`src/hdl/length_prefixed_deframer_assert.svh`:
```
// Assertion macros for the length-prefixed deframer.
// Used by the top level only; no other dependencies.
`ifndef LENGTH_PREFIXED_DEFRAMER_ASSERT_SVH
`define LENGTH_PREFIXED_DEFRAMER_ASSERT_SVH
`ifndef SYNTH
`define LPD_ASSERT(lbl, clk, rst_n, prop) \
  lbl: assert property (@(posedge clk) disable iff (!rst_n) prop) \
    else $error("length_prefixed_deframer: assertion failed");
`define LPD_ASSERT_NEVER(lbl, clk, rst_n, prop) \
  lbl: assert property (@(posedge clk) disable iff (!rst_n) !(prop)) \
    else $error("length_prefixed_deframer: forbidden condition seen");
`else
`define LPD_ASSERT(lbl, clk, rst_n, prop)
`define LPD_ASSERT_NEVER(lbl, clk, rst_n, prop)
`endif
`endif

```
`src/hdl/lpd_pkg.sv`:
```
// Shared types and constants of the length-prefixed deframer.
// No dependencies; used by every module of the block.
package lpd_pkg;

  localparam int unsigned LPD_HDR_LEN     = 4;
  localparam int unsigned LPD_LEN_W       = 17;
  localparam int unsigned LPD_BEAT_W      = $clog2(LPD_HDR_LEN);
  localparam int unsigned LPD_FIFO_DEPTH  = 4;
  localparam logic [LPD_LEN_W-1:0] LPD_MAX_LEN_RESET = 17'd4096;
  localparam logic [LPD_BEAT_W-1:0] LPD_LAST_BEAT = LPD_BEAT_W'(LPD_HDR_LEN - 1);

  typedef enum logic [1:0] {
    RUN_BODY,
    RUN_HEADER,
    RUN_DROP
  } lpd_kind_t;

  typedef struct packed {
    lpd_kind_t   kind;
    logic [31:0] data;
    logic        last;
  } lpd_run_t;

endpackage

```
`src/hdl/lpd_parser.sv`:
```
// Header collection, length check and packet tracking of the deframer.
// Depends on lpd_pkg; emits one run descriptor per beat that yields results.
module lpd_parser (
  input  logic                          clk,
  input  logic                          rst_n,
  input  logic                          in_valid,
  input  logic [7:0]                    in_data_byte,
  input  logic                          in_chunk_end,
  input  logic                          fifo_full,
  input  logic                          cfg_valid,
  input  logic [lpd_pkg::LPD_LEN_W-1:0] cfg_max_packet_len,
  output logic                          push,
  output lpd_pkg::lpd_run_t             push_run
);

  logic [lpd_pkg::LPD_LEN_W-1:0]  max_len_r;
  logic [23:0]                    header_r, header_nxt;
  logic [lpd_pkg::LPD_BEAT_W-1:0] count_r, count_nxt;
  logic [lpd_pkg::LPD_LEN_W-1:0]  remaining_r, remaining_nxt;
  logic                           discarding_r, discarding_nxt;
  logic                           accept;
  logic [31:0]                    hdr_word;
  logic                           bad_len;

  assign accept   = in_valid & ~fifo_full;
  assign hdr_word = {header_r, in_data_byte};
  assign bad_len  = (hdr_word < 32'(lpd_pkg::LPD_HDR_LEN)) ||
                    (hdr_word > {{(32 - lpd_pkg::LPD_LEN_W){1'b0}}, max_len_r});

  always_comb begin
    header_nxt     = header_r;
    count_nxt      = count_r;
    remaining_nxt  = remaining_r;
    discarding_nxt = discarding_r;
    push           = 1'b0;
    push_run.kind  = lpd_pkg::RUN_BODY;
    push_run.data  = {24'd0, in_data_byte};
    push_run.last  = 1'b0;
    if (accept) begin
      if (discarding_r) begin
        if (in_chunk_end) begin
          discarding_nxt = 1'b0;
        end
      end else if (remaining_r != '0) begin
        push          = 1'b1;
        push_run.kind = lpd_pkg::RUN_BODY;
        push_run.last = (remaining_r == lpd_pkg::LPD_LEN_W'(1));
        remaining_nxt = remaining_r - lpd_pkg::LPD_LEN_W'(1);
      end else if (count_r != lpd_pkg::LPD_LAST_BEAT) begin
        header_nxt = hdr_word[23:0];
        count_nxt  = count_r + lpd_pkg::LPD_BEAT_W'(1);
      end else begin
        header_nxt = '0;
        count_nxt  = '0;
        push       = 1'b1;
        if (bad_len) begin
          push_run.kind  = lpd_pkg::RUN_DROP;
          discarding_nxt = ~in_chunk_end;
        end else begin
          push_run.kind = lpd_pkg::RUN_HEADER;
          push_run.data = hdr_word;
          remaining_nxt = hdr_word[lpd_pkg::LPD_LEN_W-1:0] -
                          lpd_pkg::LPD_LEN_W'(lpd_pkg::LPD_HDR_LEN);
        end
      end
    end
  end

  always_ff @(posedge clk) begin
    if (!rst_n) begin
      max_len_r    <= lpd_pkg::LPD_MAX_LEN_RESET;
      header_r     <= '0;
      count_r      <= '0;
      remaining_r  <= '0;
      discarding_r <= 1'b0;
    end else begin
      if (cfg_valid) begin
        max_len_r <= cfg_max_packet_len;
      end
      header_r     <= header_nxt;
      count_r      <= count_nxt;
      remaining_r  <= remaining_nxt;
      discarding_r <= discarding_nxt;
    end
  end

endmodule

```
`src/hdl/lpd_run_fifo.sv`:
```
// Small queue of run descriptors between the parser and the serializer.
// Depends on lpd_pkg for the descriptor type.
module lpd_run_fifo #(
  parameter int unsigned DEPTH = lpd_pkg::LPD_FIFO_DEPTH
) (
  input  logic              clk,
  input  logic              rst_n,
  input  logic              push,
  input  lpd_pkg::lpd_run_t push_run,
  input  logic              pop,
  output lpd_pkg::lpd_run_t head,
  output logic              head_valid,
  output logic              full
);

  localparam int unsigned PTR_W = (DEPTH > 1) ? $clog2(DEPTH) : 1;
  localparam int unsigned CNT_W = $clog2(DEPTH + 1);

  lpd_pkg::lpd_run_t mem [DEPTH];
  logic [PTR_W-1:0]  wr_ptr_r, wr_ptr_nxt;
  logic [PTR_W-1:0]  rd_ptr_r, rd_ptr_nxt;
  logic [CNT_W-1:0]  count_r, count_nxt;

  assign head       = mem[rd_ptr_r];
  assign head_valid = (count_r != '0);
  assign full       = (count_r == CNT_W'(DEPTH));

  always_comb begin
    wr_ptr_nxt = wr_ptr_r;
    rd_ptr_nxt = rd_ptr_r;
    if (push) begin
      wr_ptr_nxt = (wr_ptr_r == PTR_W'(DEPTH - 1)) ? '0 : wr_ptr_r + PTR_W'(1);
    end
    if (pop) begin
      rd_ptr_nxt = (rd_ptr_r == PTR_W'(DEPTH - 1)) ? '0 : rd_ptr_r + PTR_W'(1);
    end
    case ({push, pop})
      2'b10:   count_nxt = count_r + CNT_W'(1);
      2'b01:   count_nxt = count_r - CNT_W'(1);
      default: count_nxt = count_r;
    endcase
  end

  always_ff @(posedge clk) begin
    if (!rst_n) begin
      wr_ptr_r <= '0;
      rd_ptr_r <= '0;
      count_r  <= '0;
    end else begin
      wr_ptr_r <= wr_ptr_nxt;
      rd_ptr_r <= rd_ptr_nxt;
      count_r  <= count_nxt;
    end
  end

  always_ff @(posedge clk) begin
    if (push) begin
      mem[wr_ptr_r] <= push_run;
    end
  end

endmodule

```
`src/hdl/lpd_serializer.sv`:
```
// Output register that expands run descriptors into result beats.
// Depends on lpd_pkg; a header run becomes four beats, other runs one.
module lpd_serializer (
  input  logic              clk,
  input  logic              rst_n,
  input  lpd_pkg::lpd_run_t head,
  input  logic              head_valid,
  output logic              pop,
  output logic              out_valid,
  input  logic              out_stall,
  output logic [7:0]        out_out_byte,
  output logic              out_packet_first,
  output logic              out_packet_last,
  output logic              out_frame_dropped,
  output logic              out_run_last
);

  logic                           valid_r, valid_nxt;
  logic [lpd_pkg::LPD_BEAT_W-1:0] beat_r, beat_nxt;
  logic [7:0]                     byte_r, byte_nxt;
  logic                           first_r, first_nxt;
  logic                           last_r, last_nxt;
  logic                           drop_r, drop_nxt;
  logic                           run_last_r, run_last_nxt;
  logic                           load;

  assign load = ~valid_r | ~out_stall;

  always_comb begin
    valid_nxt    = valid_r;
    beat_nxt     = beat_r;
    byte_nxt     = byte_r;
    first_nxt    = first_r;
    last_nxt     = last_r;
    drop_nxt     = drop_r;
    run_last_nxt = run_last_r;
    pop          = 1'b0;
    if (load) begin
      valid_nxt = head_valid;
      if (head_valid) begin
        case (head.kind)
          lpd_pkg::RUN_HEADER: begin
            byte_nxt     = 8'(head.data >> {lpd_pkg::LPD_LAST_BEAT - beat_r, 3'b000});
            first_nxt    = (beat_r == '0);
            last_nxt     = (beat_r == lpd_pkg::LPD_LAST_BEAT) &&
                           (head.data == 32'(lpd_pkg::LPD_HDR_LEN));
            drop_nxt     = 1'b0;
            run_last_nxt = (beat_r == lpd_pkg::LPD_LAST_BEAT);
            if (beat_r == lpd_pkg::LPD_LAST_BEAT) begin
              pop      = 1'b1;
              beat_nxt = '0;
            end else begin
              beat_nxt = beat_r + lpd_pkg::LPD_BEAT_W'(1);
            end
          end
          lpd_pkg::RUN_BODY: begin
            byte_nxt     = head.data[7:0];
            first_nxt    = 1'b0;
            last_nxt     = head.last;
            drop_nxt     = 1'b0;
            run_last_nxt = 1'b1;
            pop          = 1'b1;
          end
          default: begin
            byte_nxt     = 8'd0;
            first_nxt    = 1'b0;
            last_nxt     = 1'b0;
            drop_nxt     = 1'b1;
            run_last_nxt = 1'b1;
            pop          = 1'b1;
          end
        endcase
      end
    end
  end

  always_ff @(posedge clk) begin
    if (!rst_n) begin
      valid_r <= 1'b0;
      beat_r  <= '0;
    end else begin
      valid_r <= valid_nxt;
      beat_r  <= beat_nxt;
    end
  end

  always_ff @(posedge clk) begin
    byte_r     <= byte_nxt;
    first_r    <= first_nxt;
    last_r     <= last_nxt;
    drop_r     <= drop_nxt;
    run_last_r <= run_last_nxt;
  end

  assign out_valid         = valid_r;
  assign out_out_byte      = byte_r;
  assign out_packet_first  = first_r;
  assign out_packet_last   = last_r;
  assign out_frame_dropped = drop_r;
  assign out_run_last      = run_last_r;

endmodule

```
`src/hdl/length_prefixed_deframer.sv`:
```
// A result beat passes the run queue, then the output register, after its input.
// Throughput: one input beat per cycle unless in_stall; a header run of four
// result beats drains one per cycle unless out_stall, through a FIFO_DEPTH-entry
// run queue. Input stalls only while that run queue is full.
// Reset is synchronous, active low: clears parse state, queue and output valid,
// and sets max_packet_len to 4096.
`include "length_prefixed_deframer_assert.svh"

module length_prefixed_deframer #(
  parameter int unsigned FIFO_DEPTH = lpd_pkg::LPD_FIFO_DEPTH
) (
  input  logic                          clk,
  input  logic                          rst_n,
  input  logic                          in_valid,
  output logic                          in_stall,
  input  logic [7:0]                    in_data_byte,
  input  logic                          in_chunk_end,
  output logic                          out_valid,
  input  logic                          out_stall,
  output logic [7:0]                    out_out_byte,
  output logic                          out_packet_first,
  output logic                          out_packet_last,
  output logic                          out_frame_dropped,
  output logic                          out_run_last,
  input  logic                          cfg_valid,
  output logic                          cfg_ready,
  input  logic [lpd_pkg::LPD_LEN_W-1:0] cfg_max_packet_len
);

  logic              fifo_full;
  logic              push;
  lpd_pkg::lpd_run_t push_run;
  logic              pop;
  lpd_pkg::lpd_run_t head;
  logic              head_valid;

  assign in_stall  = fifo_full;
  assign cfg_ready = 1'b1;

  lpd_parser u_parser (
    .clk                (clk),
    .rst_n              (rst_n),
    .in_valid           (in_valid),
    .in_data_byte       (in_data_byte),
    .in_chunk_end       (in_chunk_end),
    .fifo_full          (fifo_full),
    .cfg_valid          (cfg_valid),
    .cfg_max_packet_len (cfg_max_packet_len),
    .push               (push),
    .push_run           (push_run)
  );

  lpd_run_fifo #(
    .DEPTH (FIFO_DEPTH)
  ) u_run_fifo (
    .clk        (clk),
    .rst_n      (rst_n),
    .push       (push),
    .push_run   (push_run),
    .pop        (pop),
    .head       (head),
    .head_valid (head_valid),
    .full       (fifo_full)
  );

  lpd_serializer u_serializer (
    .clk               (clk),
    .rst_n             (rst_n),
    .head              (head),
    .head_valid        (head_valid),
    .pop               (pop),
    .out_valid         (out_valid),
    .out_stall         (out_stall),
    .out_out_byte      (out_out_byte),
    .out_packet_first  (out_packet_first),
    .out_packet_last   (out_packet_last),
    .out_frame_dropped (out_frame_dropped),
    .out_run_last      (out_run_last)
  );

  `LPD_ASSERT_NEVER(a_push_when_full, clk, rst_n, push && fifo_full)
  `LPD_ASSERT_NEVER(a_pop_when_empty, clk, rst_n, pop && !head_valid)
  `LPD_ASSERT(a_drop_alone, clk, rst_n,
              out_valid && out_frame_dropped |->
              out_run_last && !out_packet_first && !out_packet_last)
  `LPD_ASSERT(a_first_opens_run, clk, rst_n,
              out_valid && out_packet_first |-> !out_run_last && !out_frame_dropped)

endmodule

```
`config.mk`:
```
export PLATFORM = sky130hd
export DESIGN_NAME = length_prefixed_deframer
export DESIGN_NICKNAME = d
export VERILOG_FILES = /design/src/hdl/lpd_pkg.sv /design/src/hdl/lpd_parser.sv /design/src/hdl/lpd_run_fifo.sv /design/src/hdl/lpd_serializer.sv /design/src/hdl/length_prefixed_deframer.sv
export VERILOG_INCLUDE_DIRS = /design/src /design/src/hdl
export SDC_FILE = /design/constraint.sdc
export NUM_CORES = 1
export LEC_CHECK = 0
export ABC_AREA = 1
export BUFFER_PORTS_ARGS = -buffer_cell sky130_fd_sc_hd__buf_2
export CORE_MARGIN = 2
export CORE_UTILIZATION = 25
export CTS_BUF_LIST = sky130_fd_sc_hd__clkbuf_4 sky130_fd_sc_hd__clkbuf_8
export DETAILED_ROUTE_END_ITERATION = 16
export SLEW_MARGIN = 0
export SYNTH_ARGS = -nofsm -noshare
export SYNTH_HDL_FRONTEND = slang
export SYNTH_SLANG_ARGS = --single-unit
```
`constraint.sdc`:
```
create_clock -name clk -period 3.8 [get_ports clk]
set_input_delay 0.76 -clock clk [delete_from_list [all_inputs] [get_ports clk]]
set_output_delay 0.76 -clock clk [all_outputs]
set_load 0.01 [all_outputs]
```
==> Word level (Yosys, flattened, before mapping) <==
Memories as Yosys holds them, arrays and structs flattened. A register that Yosys moved wholly into a read port is not among the register bits.
Index checks and enable logic that the tools add are counted.
{ "word_totals": {"mem_count": 1, "mem_bits_ro": 0, "ram_bits": 140, "latchBits": 0, "output_inout_bits": 15, "register_bits": 83, "wordCells": 97} }
{ "memory_table": {"columns": ["name", "words", "word_bits", "read_ports", "rd_clocked_by_memory_dff", "write_ports", "line", "rtl"], "rows": [
  ["u_run_fifo.mem", 4, 35, 1, 1, 1, "lpd_run_fifo.sv:19", "lpd_pkg::lpd_run_t mem [DEPTH];"]
]} }
{ "classes": {"addsub": 9, "order_cmp": 2, "n_div": 0, "n_reduce_logical": 12, "n_mul": 0, "n_mux": 37, "bitwise_logic": 8, "n_eq_ne": 12, "shift": 1} }
{ "ops": {"columns": ["operator", "count"], "rows": [
  ["2-to-1 mux 35 bit", 2],
  ["2-to-1 mux 32 bit", 2],
  ["2-to-1 mux 17 bit", 3],
  ["2-to-1 mux 34 bit", 1],
  ["equality test 32 x 3 -> 1 bit (second input constant)", 1],
  ["> comparator 32 x 17 -> 1 bit", 1],
  ["less-than comparator 32 x 3 -> 1 bit (second input constant)", 1],
  [">> shifter 32 x 5 -> 8 bit", 1],
  ["2-to-1 mux 24 bit", 1],
  ["equality test 17 x 1 -> 1 bit (second input constant)", 1],
  ["2-to-1 mux 1 bit", 17],
  ["nonzero test 17 bit", 1],
  ["subtractor 17 x 1 -> 17 bit (second input constant)", 1],
  ["subtractor 17 x 3 -> 17 bit (second input constant)", 1],
  ["2-to-1 mux 2 bit", 8],
  ["one-hot mux 8 bit (2 select lines)", 1],
  ["adder 2 x 1 -> 2 bit (second input constant)", 4],
  ["equality test 2 bit (second input constant)", 4],
  ["NOT 1 bit", 6],
  ["one-hot mux 3 bit (2 select lines)", 1],
  ["AND reduction 3 bit", 2],
  ["equality test 2 x 1 -> 1 bit (second input constant)", 2],
  ["logical NOT 2 bit", 2],
  ["inequality test 2 bit (second input constant)", 2],
  ["other kinds (15)", 15]
]} }

==> Longest topological paths before layout <==
{ "logic_depth": {"word_depth": 7, "depth_mapped": 20} }

==> Modules after synthesis <==
A second synthesis with hierarchy kept.
{ "hier_totals": {"hier_cells": 1126, "hier_area_um2": 10650.2} }
{ "modules_own_cells": {"columns": ["module", "n_inst", "area_each_um2", "cells_each", "seq_area_each_um2"], "rows": [
  ["lpd_run_fifo", 1, 5637.9, 398, 4384.2],
  ["lpd_parser", 1, 3898.7, 575, 1221.2],
  ["lpd_serializer", 1, 1102.3, 151, 420.4],
  ["length_prefixed_deframer", 1, 11.3, 2, 0.0]
]} }

==> Worst setup path before layout <==
No wires, ideal clock.
{ "synth_timing": {"path_type": "input to register", "start": "input port in_valid", "end": "memory u_run_fifo.mem[0][0] (netlist bit), enable pin", "path_slack_ps": 262, "required_time_ps": 3373, "arrival_ps": 3111, "path_stages": 8, "cell_sequence": "inv_1 nor2_1 inv_1 nor2_1 inv_1 nor2_4 clkinv_2 nor2_1"} }
{ "synth_via": {"elab_chain_cells": 4} }
{ "synth_rtl": {"columns": ["element", "line", "rtl"], "rows": [
  ["start, declared", "length_prefixed_deframer.sv:14", "input logic in_valid,"],
  ["bitwise AND 1 bit", "lpd_parser.sv:25", "assign accept = in_valid & ~fifo_full;"],
  ["2-to-1 mux 1 bit", "lpd_parser.sv:39", "if (accept) begin"],
  ["2-to-1 mux 1 bit", "lpd_run_fifo.sv:57", "if (push) begin"],
  ["2-to-1 mux 1 bit (implied by the code)", "lpd_run_fifo.sv:58", "mem[wr_ptr_r] <= push_run;"],
  ["end, declared", "lpd_run_fifo.sv:19", null]
]} }
Every way passes these cells.

==> Final worst setup path <==
{ "layout_timing": {"start": "register u_parser.remaining_r[0] (netlist bit)", "end": "register u_run_fifo.count_r[2]"} }
{ "layout_via": {"elab_chain_cells": 6, "elab_cells_between_ends": 8, "classes_between": "eq/ne (2); mux (4); reduce/logical (2)"} }
{ "layout_rtl": {"columns": ["element", "line", "rtl"], "rows": [
  ["start, declared", "lpd_parser.sv:19", "logic [lpd_pkg::LPD_LEN_W-1:0] remaining_r, remaining_nxt;"],
  ["start signal, assigned", "lpd_parser.sv:82", "remaining_r <= remaining_nxt;"],
  ["nonzero test 17 bit *", "lpd_parser.sv:44", "end else if (remaining_r != '0) begin"],
  ["2-to-1 mux 1 bit *", "lpd_parser.sv:44", null],
  ["2-to-1 mux 1 bit *", "lpd_parser.sv:40", "if (discarding_r) begin"],
  ["2-to-1 mux 1 bit *", "lpd_parser.sv:39", null],
  ["equality test 2 x 1 -> 1 bit or equality test 2 bit (tied branches)", "lpd_run_fifo.sv:37", "case ({push, pop})"],
  ["one-hot mux 3 bit (2 select lines) or nonzero test 2 bit (tied branches)", null, null],
  ["end signal, assigned", "lpd_run_fifo.sv:52", "count_r <= count_nxt;"],
  ["end, declared", "lpd_run_fifo.sv:22", "logic [CNT_W-1:0] count_r, count_nxt;"]
]} }
Every way passes the cells marked *; elsewhere a longest branch is shown, timed or not.
A chain may end at the register's enable or synchronous reset.

==> results.ini <==
[status]
status = completed

[yosys]
synth_xor_area_share_pct = 1.18
synth_cell_types = 50
synth_commonest_cells = 205 x nand2_1, 152 x edfxtp_1, 121 x nor2_1
synthesis.area_mm2 = 0.0104
netlist_top_cells_area = edfxtp_1 44%, dfxtp_1 14%, nand2_1 7.4%
avgSynthCellArea_um2 = 9.77
yosysMostFrequentCell = nand2_1
synth_compound_area_share_pct = 14.3
synth_top_area_cell = edfxtp_1
synth_fa_ha_area_share_pct = 3.69
synth-seq-cells = 225
synth_mux_area_share_pct = 0
synth-simple-area-share_pct = 17.4
netlist_instances = 1063
async_flop_share_pct = 0
synth_top_area_share_pct = 44.0
synthFlopType = edfxtp_1
synth_seq_area_share_pct = 58.0
yosys_warnings = 0
synth_top_family_by_area = simple AND/OR/NAND/NOR gates
synth-edff-count = 152

[cells_and_area]
multi_input_area_mm2 = 0.00406
design_area_mm2 = 0.0123
layout-drive-gt1-share_pct = 14.7
syn2layout_area_growth_pct = 18.3
diodes = 0
regArea_mm2 = 0.00603
final_nets = 1232
nFillCells = 4272

[global_route]
antenna_found_initial = 0
met3_usage_pct = 2.03
grt_max_degree = 45
grtUsageMet1_pct = 14.7
busiest_layer = met2
grt_first_pass_wirelength_um = 39700
grt_pass1_vias = 7449
grtUsageTotal_pct = 11.4
met2_usage_pct = 19.2
grt_overflow_total = 0

[routing]
drt_wl_total_um = 24800
num_vias = 7675
drtIter0Drc = 648
via_per_inst = 4.43
drt-wirelength-per-cell_um = 14.3
dr.pass1.iters = 6
drc = 0
antenna_left = 0

[die]
io_pins = 46
dieArea_mm2 = 0.0432
initial_core_util_pct = 25.4
core-area_mm2 = 0.0409
rows = 74
die_x_um = 208
die_h_um = 208

[placement]
dpl_cell_area_mm2 = 0.0114
port_buffers = 44
place.gp.congestion = 0.854
hpwl_um = 16100

[timing]
slew_headroom_pct = 48.5
min_period_ps = 2900
worst_pin_slew_ps = 772
skew_ps = 32.6
hold_slack_ps = 433
fin_tns_setup_ps = 0
fin_crit_sh_pct = 76.2
fmax_mhz = 345
hold_violations = 0
rsz0062_at_grt = no
report.final.slew_viol_count = 0
setup_viol = 0

[power]
p_leak_nw = 4.71
pwr_density_cell_mw_per_mm2 = 648
vdd_drop_max_v = 0.000245

[worst_setup_path]
worstSetupPathType = reg2reg
critPathMaxFanout = 9
startpoint = u_parser.remaining_r[0]$_SDFFE_PN0P_
critPathArrivalTime_ps = 3320
r2r-end = u_run_fifo.count_r[2]$_SDFFE_PN0P_
cp_data_required_time_ps = 4230
start_kind = flop
reg2reg_slack_ps = 900
worstSetupEndpointType = flop
r2r_start = u_parser.remaining_r[0]$_SDFFE_PN0P_
reg2regPathDepth = 17
crit_path_end = u_run_fifo.count_r[2]$_SDFFE_PN0P_

[clocking]
cts_setup_buffers = 0
clkSinkCount = 225
root_buffer = clkbuf_8
cts_resized = 0
cts_hold_buffers = 0
clkLatencyLatePin_ps = 550
cts-buffers-inserted = 39
cts.path.max_buffers = 3
ctsHtreeMaxLevel = 2
cts_tree = done
clk_pin_slew_worst_paths_ps = 60

[run]
drv_cap = 0

[min_path]
holdCritPathClass = in2reg

-- per-layer routing --
| metal | share of wire (%) | vias up |
|---|---|---|
| li1 | - | 3837 |
| met3 | 4.7 | 51 |
| met4 | 2.4 | 0 |
| met1 | 46 | 3593 |
| met2 | 47 | 194 |
| met5 | 0 | - |
-- layout make-up --
type	count	share of cell area, %
Multi-Input combinational cell	766	33.1
Inverter	80	2.49
Sequential cell	225	49.1
Tap cell	532	5.42
Clock buffer	56	5.61
Timing Repair Buffer	59	3.12
Clock inverter	15	1.23
-- power breakdown --
part / total, mW / internal, mW / leakage [nW] / switching, mW
logic: 2.36 / 0.838 / 2.25 / 1.52
clock network: 2.37 / 1.38 / 0.446 / 0.993
registers: 3.24 / 3.02 / 2.02 / 0.216
-- worst max-delay path, cell delays in order (launching register included) --
cell	delay [ps]
dfxtp_1	330
inv_1	100
ha_1	230
nand2_2	130
nor2_8	180
nand4_4	120
nor2_8	180
inv_4	80
nor2_8	100
nor2_4	40
clkinv_2	170
ha_1	170
inv_1	70
fa_1	390
a21oi_1	160
o21ai_0	110
o21ai_0	160
a21oi_1	60
-- sequential cells by signal, indices dropped and copies added (netlist names), named ones only --
name	cells
u_serializer.out_packet_last	1
u_serializer.out_run_last	1
u_parser.count_r	2
u_run_fifo.count_r	3
u_parser.header_r	24
u_parser.discarding_r	1
u_parser.max_len_r	17
u_parser.remaining_r	17
u_serializer.out_packet_first	1
u_run_fifo.rd_ptr_r	2
u_serializer.out_out_byte	8
u_serializer.beat_r	2
u_run_fifo.mem	140
u_serializer.out_frame_dropped	1
u_run_fifo.wr_ptr_r	2
u_serializer.out_valid	1
-- stage by stage --
| step | total power [mW] | util [%] | worst slack [ps] | instances |
|---|---|---|---|---|
| after floorplan | 4.93 | - | 262 | 1122 |
| after global placement | 5.59 | 28.0 | 803 | 1662 |
| after detailed placement | 5.65 | 28.0 | 741 | 1662 |
| after CTS | 8.04 | 30.0 | 915 | 1733 |
| after global routing | 8.49 | 30.0 | 650 | 1733 |
| final | 7.96 | 30.0 | 905 | 1733 |
-- worst min-delay path by stage --
stage | slack (ps) | cells after the start | endpoint | from
5_1_grt | 450 | 3 | u_parser.max_len_r[12]$_SDFFE_PN1P_ | cfg_max_packet_len[12]
6_report | 430 | 3 | u_parser.max_len_r[0]$_SDFFE_PN0P_ | cfg_max_packet_len[0]
3_5_place_dp | 450 | 2 | u_parser.discarding_r$_SDFFE_PN0P_ | u_parser.discarding_r$_SDFFE_PN0P_
4_1_cts | 420 | 3 | u_parser.max_len_r[12]$_SDFFE_PN1P_ | cfg_max_packet_len[12]
3_3_place_gp | 430 | 2 | u_parser.discarding_r$_SDFFE_PN0P_ | u_parser.discarding_r$_SDFFE_PN0P_
2_1_floorplan | 430 | 2 | u_parser.discarding_r$_SDFFE_PN0P_ | u_parser.discarding_r$_SDFFE_PN0P_
-- kinds of logic after synthesis --
family | count (synthesis)
flip-flops | 225
other | 2
buffers and inverters | 131
XOR/XNOR | 14
AO/OA/AOI/OAI | 249
AND/OR/NAND/NOR | 412
adder cells (fa/ha/maj) | 30
-- layout by cell type, fill, tap and decap left out, types with 4 or more instances in the layout --
cell and n:
clkinv_2 8, nand2_1 205, conb_1 61, a21oi_2 10, buf_2 44, ha_1 29
nor2_4 8, xor2_1 7, nand4_1 11, o22a_1 20, nand3_1 26, buf_12 4
edfxtp_1 152, clkbuf_8 43, o21ai_0 87, buf_4 11, dfxtp_1 72, nor2_1 117
a32o_1 17, inv_2 6, clkbuf_4 13, inv_1 70, nor4_1 6, nand2_2 14
o21ai_1 12, xnor2_1 7, a21oi_1 90, clkinv_1 5, nor3_1 9, nand3b_1 6
Note: power is estimated with default switching activity, not from simulation.
